**config.mk**
```make
export PLATFORM = sky130hd
export DESIGN_NAME = rra_ctrl
export DESIGN_NICKNAME = d
export VERILOG_FILES = /design/src/rtl/rra_pkg.sv /design/src/rtl/rra_ctrl.sv
export SDC_FILE = /design/constraint.sdc
export NUM_CORES = 1
export LEC_CHECK = 0
export BUFFER_PORTS_ARGS = -buffer_cell sky130_fd_sc_hd__buf_2
export CAP_MARGIN = 20
export CORE_AREA = 2 2 39 41
export CTS_CLUSTER_DIAMETER = 200
export CTS_CLUSTER_SIZE = 28
export DETAILED_ROUTE_END_ITERATION = 6
export DIE_AREA = 0 0 41 43
export GPL_ROUTABILITY_DRIVEN = 0
export PLACE_DENSITY = 0.34
export SYNTH_ARGS = -nofsm -noshare
export SYNTH_HDL_FRONTEND = slang
export SYNTH_SLANG_ARGS = --single-unit
export TNS_END_PERCENT = 100
```
**constraint.sdc**
```tcl
create_clock -name clk -period 1.2 [get_ports clk]
set_input_delay 0.06 -clock clk [delete_from_list [all_inputs] [get_ports clk]]
set_output_delay 0.06 -clock clk [all_outputs]
set_load 0.02 [all_outputs]
```
**src/rtl/rra_pkg.sv**
```systemverilog
// Shared types and constants for the relative rank assigner.
// Holds the controller state encoding, the controller/datapath command and
// status structs, and the medal codes. No dependencies.
package rra_pkg;

  // Field widths of the stream items
  localparam int SCORE_W    = 32;
  localparam int POSITION_W = 6;
  localparam int PLACE_W    = 7;
  localparam int MEDAL_W    = 2;
  localparam int OUT_DATA_W = 16;

  // Compare bits are summed in groups of this many per pipeline stage
  localparam int GROUP_SIZE = 8;
  localparam int GROUP_W    = 4;

  // Medal codes
  localparam logic [MEDAL_W-1:0] MEDAL_NONE   = 2'd0;
  localparam logic [MEDAL_W-1:0] MEDAL_GOLD   = 2'd1;
  localparam logic [MEDAL_W-1:0] MEDAL_SILVER = 2'd2;
  localparam logic [MEDAL_W-1:0] MEDAL_BRONZE = 2'd3;

  // Controller states
  typedef enum logic [1:0] {
    ST_LOAD,
    ST_DRAIN,
    ST_EMIT
  } state_t;

  // Commands from controller to datapath
  typedef struct packed {
    logic load;   // an input item is accepted this cycle
    logic shift;  // a non-final result is taken: advance to the next entry
    logic clear;  // the final result is taken: start a new set
  } ctrl_cmd_t;

  // Status from datapath to controller
  typedef struct packed {
    logic busy;      // rank-count pipeline still holds an entry
    logic last_res;  // the entry at the head is the final one of the set
  } dp_status_t;

endpackage

```
**src/rtl/rra_ctrl.sv**
```systemverilog
// Controller for the relative rank assigner: load, drain and emit phases.
// Depends on rra_pkg for the state type and the command/status structs.
module rra_ctrl (
  input  logic                   clk,
  input  logic                   rst_n,
  input  logic                   in_tvalid,
  input  logic                   in_tlast,
  output logic                   in_tready,
  output logic                   out_tvalid,
  input  logic                   out_tready,
  input  rra_pkg::dp_status_t    status,
  output rra_pkg::ctrl_cmd_t     cmd
);

  rra_pkg::state_t state_r;
  rra_pkg::state_t state_nxt;

  // State register
  always_ff @(posedge clk) begin
    if (!rst_n) begin
      state_r <= rra_pkg::ST_LOAD;
    end else begin
      state_r <= state_nxt;
    end
  end

  // Next state
  always_comb begin
    state_nxt = state_r;
    unique case (state_r)
      rra_pkg::ST_LOAD: begin
        if (in_tvalid && in_tlast) begin
          state_nxt = rra_pkg::ST_DRAIN;
        end
      end
      rra_pkg::ST_DRAIN: begin
        if (!status.busy) begin
          state_nxt = rra_pkg::ST_EMIT;
        end
      end
      rra_pkg::ST_EMIT: begin
        if (out_tready && status.last_res) begin
          state_nxt = rra_pkg::ST_LOAD;
        end
      end
      default: state_nxt = rra_pkg::ST_LOAD;
    endcase
  end

  // Outputs: handshakes and datapath commands
  always_comb begin
    in_tready  = 1'b0;
    out_tvalid = 1'b0;
    cmd        = '0;
    unique case (state_r)
      rra_pkg::ST_LOAD: begin
        in_tready = 1'b1;
        cmd.load  = in_tvalid;
      end
      rra_pkg::ST_DRAIN: begin
      end
      rra_pkg::ST_EMIT: begin
        out_tvalid = 1'b1;
        cmd.shift  = out_tready && !status.last_res;
        cmd.clear  = out_tready && status.last_res;
      end
      default: begin
      end
    endcase
  end

endmodule

```
==> results.yml <==
synth:
  synth_cells: 16
  synth_fp_nets: 23
  synth-xor-area-share_pct: 0
  synth-simple-area-share_pct: 54.90
  synth_cell_types: 10
  synth_compound_area_share_pct: 13.73
  yosys_warnings: 0
  synth_area_um2: 127.6
  synth_top_family_by_area: "simple AND/OR/NAND/NOR gates"
  synth-seq-cells: 2
  synthMuxAreaShare_pct: 0
  synth.avg_cell_area_um2: 7.976
  ys_seq_area_share_pct: 31.37
  synthAdderAreaFrac_pct: 0
final_layout:
  diodes: 0
  seqCellArea_um2: 42.54
  final_common_cell: "buf_2"
  multiInputGateArea_um2: 90.09
  reg_top3: "state_r x2"
  layout_common_cells: "buf_2, nand2_1, clkbuf_4"
  n_fill_cell: 169
  layout-drive-gt1-share_pct: 67.74
  syn2layout_area_growth_pct: 88.24
  nets: 40
  final_cells: 47
  finalCoreUtilization_pct: 17.36
  largest_reg_flops: 2
  top_register: "state_r"
setup_path:
  crit_path_cell_trace: "nor2b_4 > nand2_1 > nor2_2 > buf_4"
  cp.depth: 4
  setup.worst_path.start_class: "flop"
  critPathTopFamily: "flip-flops"
  end_kind: "output pin"
  setup.worst_path.class: "reg2out"
  cp.required_ps: 1140
  crit_arrival_ps: 1050
  critPathMaxFanout: 4
  slowest_stage: "dfxtp_2"
  cpPeakStageDelay_ps: 340
  reg2reg_depth: 4
  crit_buf_inv: 1
place:
  port_buffers: 11
  dpl.hpwl_um: 306
  place_ws_ps: 235.8
  place_inst: 43
cts:
  cts_made_buffers: 3
  clk_pin_slew_ps: 30
  cts_tree: "built"
  ctsRootBufferMaster: "clkbuf_4"
  cts-htree-levels: 1
  hold_buffers: 0
  clkLatencyLatePin_ps: 220
  clk_path_buf_depth: 2
  cts.sinks: 2
worst_hold_path:
  whs_path_depth: 2
  min_path_type: "in2reg"
route:
  wl_per_cell_um: 8.489
  drt-initial-drc-count: 3
  drc: 0
  dr.pass1.iters: 4
  via_per_inst: 3.298
  vias: 155
  routed_wl_um: 399
  postRouteAntennaNets: 0
sta:
  holdWs_ps: 67.32
  maxSlewViolCount: 0
  worst_slack_ps: 94.27
  final_hold_viol_count: 0
  fin_crit_ps: 1106
  final-setup-viol-count: 0
  fin_crit_sh_pct: 92.14
  worst_slew_pin_slew_ps: 145.7
  maxSlewHeadroom_pct: 90.29
  rsz0062_at_grt: "false"
  fin_tns_setup_ps: 0
  max_clock_freq_mhz: 904.4
  skew_ps: 1.979
floorplan:
  dieArea_mm2: 0.001763
  core_area_mm2: 0.001384
  start_util_pct: 9.222
  ioPinCount: 12
  num_rows: 14
  die_w_um: 41
  dieHeight_um: 43
power_and_ir_drop:
  p_per_area_mw_per_mm2: 1132
  p_leak_nw: 0.1187
  peakVddDrop_mv: 0.4291
flow_run:
  maxCapViolCount: 0
grt:
  grt_pass1_wl_um: 607
  grt_pass1_vias: 141
  grt_usage_pct: 5.912
  antenna_found_initial: 0
  overflow: 0
  grt_max_degree: 6
run_status:
  status: "completed"
==> final cells by class <==
| class | count | area share [%] |
|---|---|---|
| clock buffers | 3 | 9.375 |
| flip-flops and latches | 2 | 17.71 |
| well taps | 16 | 8.333 |
| multi-input cells | 14 | 37.50 |
| repair buffers | 12 | 27.08 |
==> worst reg2reg max path, delay by kind of cell (launching register included) <==
family          cells  cell delay [ps]
simple gates        2              180
buf+inv             1              130
flops               1              320
compound gates      1              150
==> power breakdown <==
group          total (mW)  internal, mW  switching, mW  leakage [nW]
Clock               0.147         0.110         0.0366        0.0138
Combinational      0.0492        0.0234         0.0258        0.0877
Sequential         0.0760        0.0709        0.00501        0.0172
==> kinds of logic after synthesis <==
logic type / Yosys count
AOI/OAI and AO/OA: 2
DFF: 2
and+or+nand+nor: 12
==> path summary, 6_finish.rpt <==
| check | slack, ps | startpoint | endpoint |
|---|---|---|---|
| hold / removal | 70 | rst_n | state_r[1]$_SDFFE_PN0P_ |
| setup reg to reg | 300 | state_r[1]$_SDFFE_PN0P_ | state_r[1]$_SDFFE_PN0P_ |
| setup / recovery | 90 | state_r[1]$_SDFFE_PN0P_ | cmd[1] |
| hold reg to reg | 550 | state_r[1]$_SDFFE_PN0P_ | state_r[0]$_SDFFE_PN0P_ |
==> cell usage after synthesis <==
| master | n | area (µm²) |
|---|---|---|
| nor2b_4 | 1 | 13.76 |
| and3_1 | 1 | 6.260 |
| o21ai_1 | 1 | 5.000 |
| nor2_1 | 3 | 11.26 |
| a22oi_2 | 1 | 12.51 |
| nor2b_2 | 1 | 8.760 |
| and3b_1 | 1 | 8.760 |
| nand2_1 | 4 | 15.01 |
| dfxtp_1 | 2 | 40.04 |
| and2_1 | 1 | 6.260 |
==> routing by layer <==
metal	up-vias	track usage, %	wire length (µm)
met1	58	8.307	239
met3	0	7.853	62
met5	-	0	0
met2	12	4.688	97
li1	85	-	-
met4	0	2.000	0
==> stage by stage <==
step                      total power [mW]  area (µm²)
after floorplan                     0.1013       127.6
after global placement              0.1232       202.7
after detailed placement            0.1234       202.7
after CTS                           0.2821       235.2
after global routing                0.2933       240.2
final                               0.2720       240.2
==> repair_timing <==
item / CTS / global route
gates resized for setup: 1 / 3
cloned: 0 / 0
setup endpoints to repair: 1 / 2
buffers inserted: 1 / 0
Note: power is estimated with default switching activity, not from simulation.
